--- src/rtl/cpfc_pkg.sv ---
package cpfc_pkg;

    // frame buffer address width; the byte index port carries all of its bits
    localparam int INDEX_BITS = 21;

    localparam int DATA_W      = 8;
    localparam int BYTE_IDX_W  = 21;
    localparam int LINES_W     = 10;
    localparam int BYTES_W     = 11;
    localparam int CFG_IDX_W   = 2;
    localparam int CFG_DATA_W  = 11;

    // configuration register indexes
    localparam logic [CFG_IDX_W-1:0] CFG_DECIMATE    = 2'd0;
    localparam logic [CFG_IDX_W-1:0] CFG_FRAME_LINES = 2'd1;
    localparam logic [CFG_IDX_W-1:0] CFG_LINE_BYTES  = 2'd2;

    // configuration reset values
    localparam logic [LINES_W-1:0] FRAME_LINES_RST = 10'd144;
    localparam logic [BYTES_W-1:0] LINE_BYTES_RST  = 11'd352;

    typedef struct packed {
        logic               decimate_mode;
        logic [LINES_W-1:0] frame_lines;
        logic [BYTES_W-1:0] line_bytes;
    } cfg_t;

    typedef struct packed {
        logic [DATA_W-1:0]     pixel_byte;
        logic [BYTE_IDX_W-1:0] byte_index;
        logic                  frame_last;
    } res_t;

endpackage

--- src/rtl/camera_parallel_frame_capture.sv ---
// Frame capture from an 8-bit camera parallel port. Each input request is one
// sampled tick of vsync, href, pclk and the data pins; one request is taken
// every clock cycle while in_stall is low and advances the capture state by one
// step, and a byte taken on a pclk rising edge comes out through the output
// register with its frame index and a last-of-frame flag. Results pass through a
// two-slot output buffer, so input requests stall only when a result is held back
// with both slots full. Assert start_req while idle to arm one frame; configuration
// writes are taken every cycle and should be made only while the block is idle.
module camera_parallel_frame_capture (
    input  logic                               clk,
    input  logic                               rst_n,
    // configuration
    input  logic                               cfg_valid,
    output logic                               cfg_ready,
    input  logic [cpfc_pkg::CFG_IDX_W-1:0]     cfg_index,
    input  logic [cpfc_pkg::CFG_DATA_W-1:0]    cfg_data,
    // sampled port ticks
    input  logic                               in_valid,
    output logic                               in_stall,
    input  logic                               start_req,
    input  logic                               vsync,
    input  logic                               href,
    input  logic                               pclk,
    input  logic [cpfc_pkg::DATA_W-1:0]        pixel_data,
    // captured bytes
    output logic                               out_valid,
    input  logic                               out_stall,
    output logic [cpfc_pkg::DATA_W-1:0]        pixel_byte,
    output logic [cpfc_pkg::BYTE_IDX_W-1:0]    byte_index,
    output logic                               frame_last
);

    cpfc_pkg::cfg_t cfg;
    cpfc_pkg::res_t step_res;
    cpfc_pkg::res_t out_res;
    logic           step_en;
    logic           step_valid;
    logic           buf_full;

    assign cfg_ready = 1'b1;
    assign in_stall  = buf_full;
    assign step_en   = in_valid && !buf_full;

    cpfc_cfg u_cfg (
        .clk       (clk),
        .rst_n     (rst_n),
        .cfg_valid (cfg_valid),
        .cfg_index (cfg_index),
        .cfg_data  (cfg_data),
        .cfg       (cfg)
    );

    cpfc_step u_step (
        .clk        (clk),
        .rst_n      (rst_n),
        .step_en    (step_en),
        .cfg        (cfg),
        .start_req  (start_req),
        .vsync      (vsync),
        .href       (href),
        .pclk       (pclk),
        .pixel_data (pixel_data),
        .res_valid  (step_valid),
        .res        (step_res)
    );

    cpfc_out_buf u_out_buf (
        .clk       (clk),
        .rst_n     (rst_n),
        .push      (step_en && step_valid),
        .push_res  (step_res),
        .full      (buf_full),
        .out_valid (out_valid),
        .out_stall (out_stall),
        .out_res   (out_res)
    );

    assign pixel_byte = out_res.pixel_byte;
    assign byte_index = out_res.byte_index;
    assign frame_last = out_res.frame_last;

endmodule

--- src/rtl/cpfc_cfg.sv ---
module cpfc_cfg (
    input  logic                             clk,
    input  logic                             rst_n,
    input  logic                             cfg_valid,
    input  logic [cpfc_pkg::CFG_IDX_W-1:0]   cfg_index,
    input  logic [cpfc_pkg::CFG_DATA_W-1:0]  cfg_data,
    output cpfc_pkg::cfg_t                   cfg
);

    cpfc_pkg::cfg_t cfg_reg;

    // register writes, one per request
    always_ff @(posedge clk or negedge rst_n)
    begin
        if (!rst_n)
        begin
            cfg_reg.decimate_mode <= 1'b0;
            cfg_reg.frame_lines   <= cpfc_pkg::FRAME_LINES_RST;
            cfg_reg.line_bytes    <= cpfc_pkg::LINE_BYTES_RST;
        end
        else if (cfg_valid)
        begin
            if (cfg_index == cpfc_pkg::CFG_DECIMATE)
                cfg_reg.decimate_mode <= cfg_data[0];
            else if (cfg_index == cpfc_pkg::CFG_FRAME_LINES)
                cfg_reg.frame_lines <= cfg_data[cpfc_pkg::LINES_W-1:0];
            else if (cfg_index == cpfc_pkg::CFG_LINE_BYTES)
                cfg_reg.line_bytes <= cfg_data[cpfc_pkg::BYTES_W-1:0];
        end
    end

    assign cfg = cfg_reg;

endmodule

--- src/rtl/cpfc_step.sv ---
module cpfc_step (
    input  logic                          clk,
    input  logic                          rst_n,
    input  logic                          step_en,
    input  cpfc_pkg::cfg_t                cfg,
    input  logic                          start_req,
    input  logic                          vsync,
    input  logic                          href,
    input  logic                          pclk,
    input  logic [cpfc_pkg::DATA_W-1:0]   pixel_data,
    output logic                          res_valid,
    output cpfc_pkg::res_t                res
);

    typedef enum logic [3:0] {
        PH_IDLE,
        PH_VS_HIGH,
        PH_VS_LOW,
        PH_HREF_HIGH,
        PH_SKIP_HIGH,
        PH_SKIP_LOW,
        PH_PCLK_HIGH,
        PH_PCLK_LOW,
        PH_HREF_LOW
    } phase_t;

    phase_t                             phase_reg, phase_next;
    logic [cpfc_pkg::LINES_W-1:0]       line_count_reg, line_count_next;
    logic [cpfc_pkg::BYTES_W-1:0]       byte_count_reg, byte_count_next;
    logic [cpfc_pkg::INDEX_BITS-1:0]    write_index_reg, write_index_next;

    logic [cpfc_pkg::BYTES_W-1:0]       byte_count_inc;
    logic [cpfc_pkg::LINES_W:0]         lines_done;
    logic [cpfc_pkg::LINES_W-1:0]       line_count_inc;
    phase_t                             byte_phase;

    assign byte_count_inc = byte_count_reg + 1'b1;
    assign lines_done     = {1'b0, line_count_reg} + 1'b1;
    assign line_count_inc = line_count_reg + 1'b1;
    assign byte_phase     = cfg.decimate_mode ? PH_SKIP_HIGH : PH_PCLK_HIGH;

    // next state for one sampled tick
    always_comb
    begin
        phase_next       = phase_reg;
        line_count_next  = line_count_reg;
        byte_count_next  = byte_count_reg;
        write_index_next = write_index_reg;
        res_valid        = 1'b0;
        res.pixel_byte   = pixel_data;
        res.byte_index   = cpfc_pkg::BYTE_IDX_W'(write_index_reg);
        res.frame_last   = (byte_count_inc >= cfg.line_bytes) &&
                           (lines_done >= {1'b0, cfg.frame_lines});
        case (phase_reg)
            PH_VS_HIGH:
            begin
                if (vsync)
                    phase_next = PH_VS_LOW;
            end
            PH_VS_LOW:
            begin
                if (!vsync)
                begin
                    line_count_next  = '0;
                    byte_count_next  = '0;
                    write_index_next = '0;
                    phase_next = (cfg.frame_lines == '0) ? PH_IDLE : PH_HREF_HIGH;
                end
            end
            PH_HREF_HIGH:
            begin
                if (href)
                begin
                    byte_count_next = '0;
                    phase_next = (cfg.line_bytes == '0) ? PH_HREF_LOW : byte_phase;
                end
            end
            PH_SKIP_HIGH:
            begin
                if (pclk)
                    phase_next = PH_SKIP_LOW;
            end
            PH_SKIP_LOW:
            begin
                if (!pclk)
                    phase_next = PH_PCLK_HIGH;
            end
            PH_PCLK_HIGH:
            begin
                // byte taken on the pclk rising edge
                if (pclk)
                begin
                    byte_count_next  = byte_count_inc;
                    res_valid        = 1'b1;
                    write_index_next = write_index_reg + 1'b1;
                    phase_next       = PH_PCLK_LOW;
                end
            end
            PH_PCLK_LOW:
            begin
                if (!pclk)
                    phase_next = (byte_count_reg >= cfg.line_bytes) ? PH_HREF_LOW
                                                                    : byte_phase;
            end
            PH_HREF_LOW:
            begin
                if (!href)
                begin
                    line_count_next = line_count_inc;
                    phase_next = (line_count_inc >= cfg.frame_lines) ? PH_IDLE
                                                                     : PH_HREF_HIGH;
                end
            end
            default:
            begin
                phase_next = start_req ? PH_VS_HIGH : PH_IDLE;
            end
        endcase
    end

    // capture state, advanced once per accepted request
    always_ff @(posedge clk or negedge rst_n)
    begin
        if (!rst_n)
        begin
            phase_reg       <= PH_IDLE;
            line_count_reg  <= '0;
            byte_count_reg  <= '0;
            write_index_reg <= '0;
        end
        else if (step_en)
        begin
            phase_reg       <= phase_next;
            line_count_reg  <= line_count_next;
            byte_count_reg  <= byte_count_next;
            write_index_reg <= write_index_next;
        end
    end

endmodule

--- src/rtl/cpfc_out_buf.sv ---
module cpfc_out_buf (
    input  logic            clk,
    input  logic            rst_n,
    input  logic            push,
    input  cpfc_pkg::res_t  push_res,
    output logic            full,
    output logic            out_valid,
    input  logic            out_stall,
    output cpfc_pkg::res_t  out_res
);

    logic           out_valid_reg, out_valid_next;
    logic           skid_valid_reg, skid_valid_next;
    cpfc_pkg::res_t out_reg, out_next;
    cpfc_pkg::res_t skid_reg, skid_next;
    logic           take;

    assign take = out_valid_reg && !out_stall;

    // output slot plus one skid slot
    always_comb
    begin
        out_valid_next  = out_valid_reg;
        skid_valid_next = skid_valid_reg;
        out_next        = out_reg;
        skid_next       = skid_reg;
        if (skid_valid_reg)
        begin
            if (take)
            begin
                out_next        = skid_reg;
                skid_valid_next = 1'b0;
            end
        end
        else if (push)
        begin
            if (!out_valid_reg || take)
            begin
                out_next       = push_res;
                out_valid_next = 1'b1;
            end
            else
            begin
                skid_next       = push_res;
                skid_valid_next = 1'b1;
            end
        end
        else if (take)
        begin
            out_valid_next = 1'b0;
        end
    end

    always_ff @(posedge clk or negedge rst_n)
    begin
        if (!rst_n)
        begin
            out_valid_reg  <= 1'b0;
            skid_valid_reg <= 1'b0;
        end
        else
        begin
            out_valid_reg  <= out_valid_next;
            skid_valid_reg <= skid_valid_next;
        end
    end

    // payload slots
    always_ff @(posedge clk)
    begin
        out_reg  <= out_next;
        skid_reg <= skid_next;
    end

    assign full      = skid_valid_reg;
    assign out_valid = out_valid_reg;
    assign out_res   = out_reg;

endmodule

--- config.mk ---
export PLATFORM = sky130hd
export DESIGN_NAME = camera_parallel_frame_capture
export DESIGN_NICKNAME = d
export VERILOG_FILES = /design/src/rtl/cpfc_pkg.sv /design/src/rtl/camera_parallel_frame_capture.sv /design/src/rtl/cpfc_cfg.sv /design/src/rtl/cpfc_step.sv /design/src/rtl/cpfc_out_buf.sv
export SDC_FILE = /design/constraint.sdc
export NUM_CORES = 1
export LEC_CHECK = 0
export ABC_CLOCK_PERIOD_IN_PS = 3150
export BUFFER_PORTS_ARGS = -buffer_cell sky130_fd_sc_hd__buf_4
export CORE_UTILIZATION = 40
export CTS_CLUSTER_DIAMETER = 120
export DETAILED_ROUTE_END_ITERATION = 8
export GPL_TIMING_DRIVEN = 0
export PLACE_DENSITY = 0.57
export SYNTH_ARGS = -nofsm -noshare
export SYNTH_HDL_FRONTEND = slang
export SYNTH_SLANG_ARGS = --single-unit
--- constraint.sdc ---
create_clock -name clk -period 3.15 [get_ports clk]
set_input_delay 0.1575 -clock clk [delete_from_list [all_inputs] [get_ports clk]]
set_output_delay 0.1575 -clock clk [all_outputs]
set_load 0.01 [all_outputs]
==> impl_metrics.tcl <==
set metrics [dict create \
    status "completed" \
    synth-compound-area-share_pct 11.3 \
    synth_area_sq_um 6650 \
    first_pass_iters 5 \
    yosys.area_share.simple_pct 13.5 \
    min_path_cells 3 \
    wl_per_cell_microns 15.6 \
    final.setup_skew_ps 8.12 \
    grt_use_total_pct 18.3 \
    h-tree-depth 4 \
    layout-drive-gt1-share_pct 26.8 \
    num_rows 46 \
    synth_adder_area_share_pct 6.59 \
    max_cap_viol_count 0 \
    cp_data_arrival_time_ps 3170 \
    final_common_cell "buf_4" \
    synth-edff-count 60 \
    ant_nets 0 \
    min_path_type "in2reg" \
    worstHoldStart "cfg_index[0]" \
    use_met1_pct 23.3 \
    ir_drop_mv 0.380 \
    mostFrequentLayoutCells "buf_4 (66), dfrtp_1 (63), edfxtp_1 (60)" \
    area.growth.synth_to_final_pct 24.9 \
    finalSetupViolations 0 \
    synth_top_area_cell "edfxtp_1" \
    critPathLaunchType "register" \
    cts_buffers 17 \
    worstMarginPinSlew_ps 921 \
    cts_root_buffer "clkbuf_16" \
    synth.avg_cell_area_sq_um 11.4 \
    vias 4891 \
    seq_area_frac_synth_pct 53.5 \
    slew_violations 0 \
    grt_max_degree 71 \
    fmax_mhz 335 \
    wirelength_mm 14.3 \
    die_x_microns 131 \
    viasPerCell 5.35 \
    grt-ovfl-total 0 \
    yosysUniqueCellTypes 53 \
    dieArea_sq_um 17100 \
    synth_top_family_by_area "simple AND/OR/NAND/NOR gates" \
    cts.sinks 130 \
    synthXorXnorAreaFrac_pct 2.90 \
    ys_warn_count 0 \
    dieHeight_microns 131 \
    synthCells 581 \
    gp_congestion 0.812 \
    synth.area.mux_share_pct 8.97 \
    final_nets 750 \
    clock_latency_ps 430 \
    dp_hpwl_mm 10.0 \
    use_met2_pct 30.2 \
    leakagePower_nw 3.66 \
    worstReg2RegEnd "u_out_buf.out_res[0]$_DFFE_PP_" \
    grt_pass1_vias 4827 \
    grtUsageMet3_pct 4.44 \
    min_to "u_cfg.cfg[21]$_DFFE_PN0P_" \
    cts_tree "built" \
    antenna_found_initial 0 \
    hold_violations 0 \
    timing.rr.start "u_step.line_count_reg[1]$_DFFE_PN0P_" \
    synthArstFlopShare_pct 53.8 \
    maxSlewHeadroom_pct 38.6 \
    io_buffers 61 \
    yosys.area.top_type_share_pct 27.1 \
    worstSetupPathType "reg2reg" \
    drtIter0Drc 283 \
    diodes 0 \
    path_max_fanout 5 \
    synthTopCellsByArea "edfxtp_1 (27%), dfrtp_1 (24%), mux2_2 (9.0%), ha_1 (6.6%), o21ai_0 (3.0%)" \
    fill_cells 1411 \
    timing.setup.tns_ps 0 \
    top_usage_layer "met2" \
    grt_pass1_wl_mm 23.8 \
    worstRegToRegCells 12 \
    initial_core_util_pct 41.4 \
    clk_path_buf_depth 2 \
    ios 63 \
    reg2reg_setup_slack_ps 160 \
    synth_nets 646 \
    worst_setup_path_end_kind "register" \
    min_period_ps 2990 \
    placed_area_sq_um 7420 \
    core_area_sq_um 16100 \
    finalPower_mw 5.10 \
    finalCritPeriodShare_pct 94.9 \
    cp_data_required_time_ps 3330 \
    clk_pin_slew_ps 60 \
    p_per_area_nw_per_um2 614 \
    remaining_drc_errors 0 \
    synth_seq_cells 130 \
    postLayoutCellArea_sq_um 8310 \
    ys.flop_type "dfrtp_1" \
]
## metrics by stage
step | hold WS [ps] | std cells | util (%) | setup slack [ps]
after floorplan | -138 | 581 | - | 410
after global placement | 337 | 858 | 46.0 | -272
after detailed placement | 347 | 859 | 46.2 | -304
after CTS | 93.1 | 912 | 51.4 | -32.4
after global routing | 128 | 914 | 51.7 | -21.6
final | 119 | 914 | 51.7 | 161
## layer usage
metal | up-vias | share of wire, %
met5 | - | 0
met4 | 0 | 1.5
met2 | 117 | 49
met3 | 22 | 3.5
met1 | 2390 | 46
li1 | 2362 | -
## power breakdown
| part | leakage (nW) | switching, mW | internal (mW) |
|---|---|---|---|
| logic | 1.85 | 0.533 | 0.444 |
| clock network | 0.302 | 0.819 | 1.27 |
| registers | 1.51 | 0.124 | 1.91 |
## synth_stat cells (all sizes together) (5+ instances only)
library cell  instances
nand2b                7
xnor2                 9
nand4                12
nand3                27
and3                 20
a21oi                26
nor3b                 6
nor2                 29
nor3                  6
nand3b                5
nand2                36
a31oi                 6
clkbuf               12
xor2                 13
ha                   35
a21o                  5
o21ai                66
inv                  24
buf                  12
mux2                 53
o31ai                 6
a22o                  6
dfrtp                65
edfxtp               60
dfstp                 5
## area by class of cell
| type | instances | area, sq um | share of cell area, % |
|---|---|---|---|
| flip-flops and latches | 130 | 3560 | 42.9 |
| multi-input cells | 403 | 2940 | 35.4 |
| repair buffers | 85 | 711 | 8.55 |
| clock buffers | 17 | 425 | 5.12 |
| well taps | 216 | 270 | 3.25 |
| clock inverters | 15 | 193 | 2.32 |
| plain buffers | 24 | 118 | 1.42 |
| inverters | 24 | 90.1 | 1.08 |
## what timing repair did
action,4_1_cts,5_1_grt
gates resized for setup,3,9
setup endpoints to repair,32,3
hold endpoints to repair,97,0
setup buffers,0,2
hold buffers,21,0
pin swaps,0,2
## how the worst max path moves through the flow
stage	endpoint	from	slack [ps]
after floorplan	u_out_buf.out_res[0]$_DFFE_PP_	u_step.phase_reg[0]$_DFFE_PN0P_	410
after global placement	u_out_buf.out_res[27]$_DFFE_PP_	u_step.phase_reg[0]$_DFFE_PN0P_	-270
after detailed placement	u_out_buf.out_res[0]$_DFFE_PP_	u_step.line_count_reg[0]$_DFFE_PN0P_	-300
after CTS	u_out_buf.out_res[0]$_DFFE_PP_	u_step.line_count_reg[0]$_DFFE_PN0P_	-30
after global routing	u_out_buf.out_res[0]$_DFFE_PP_	u_step.line_count_reg[1]$_DFFE_PN0P_	-20
final	u_out_buf.out_res[0]$_DFFE_PP_	u_step.line_count_reg[1]$_DFFE_PN0P_	160
## logic make-up after synthesis
family	count (synthesis)
other	1
XOR/XNOR	22
adder cells (fa/ha/maj)	35
AND/OR/NAND/NOR	165
flip-flops	130
buffers and inverters	48
AO/OA/AOI/OAI	127
multiplexers	53
## worst max-delay path, cell delays in order (launching register included)
cell      delay, ps
dfrtp_1         450
ha_4            200
and3_2          240
and3_1          160
buf_2           150
nand3_1         130
xnor2_1         160
ha_1            300
nand4_1         120
a211oi_1         80
nor3_2          320
a32oi_2         150
mux2_2          290
No activity file was read; power rests on OpenSTA's default activity.
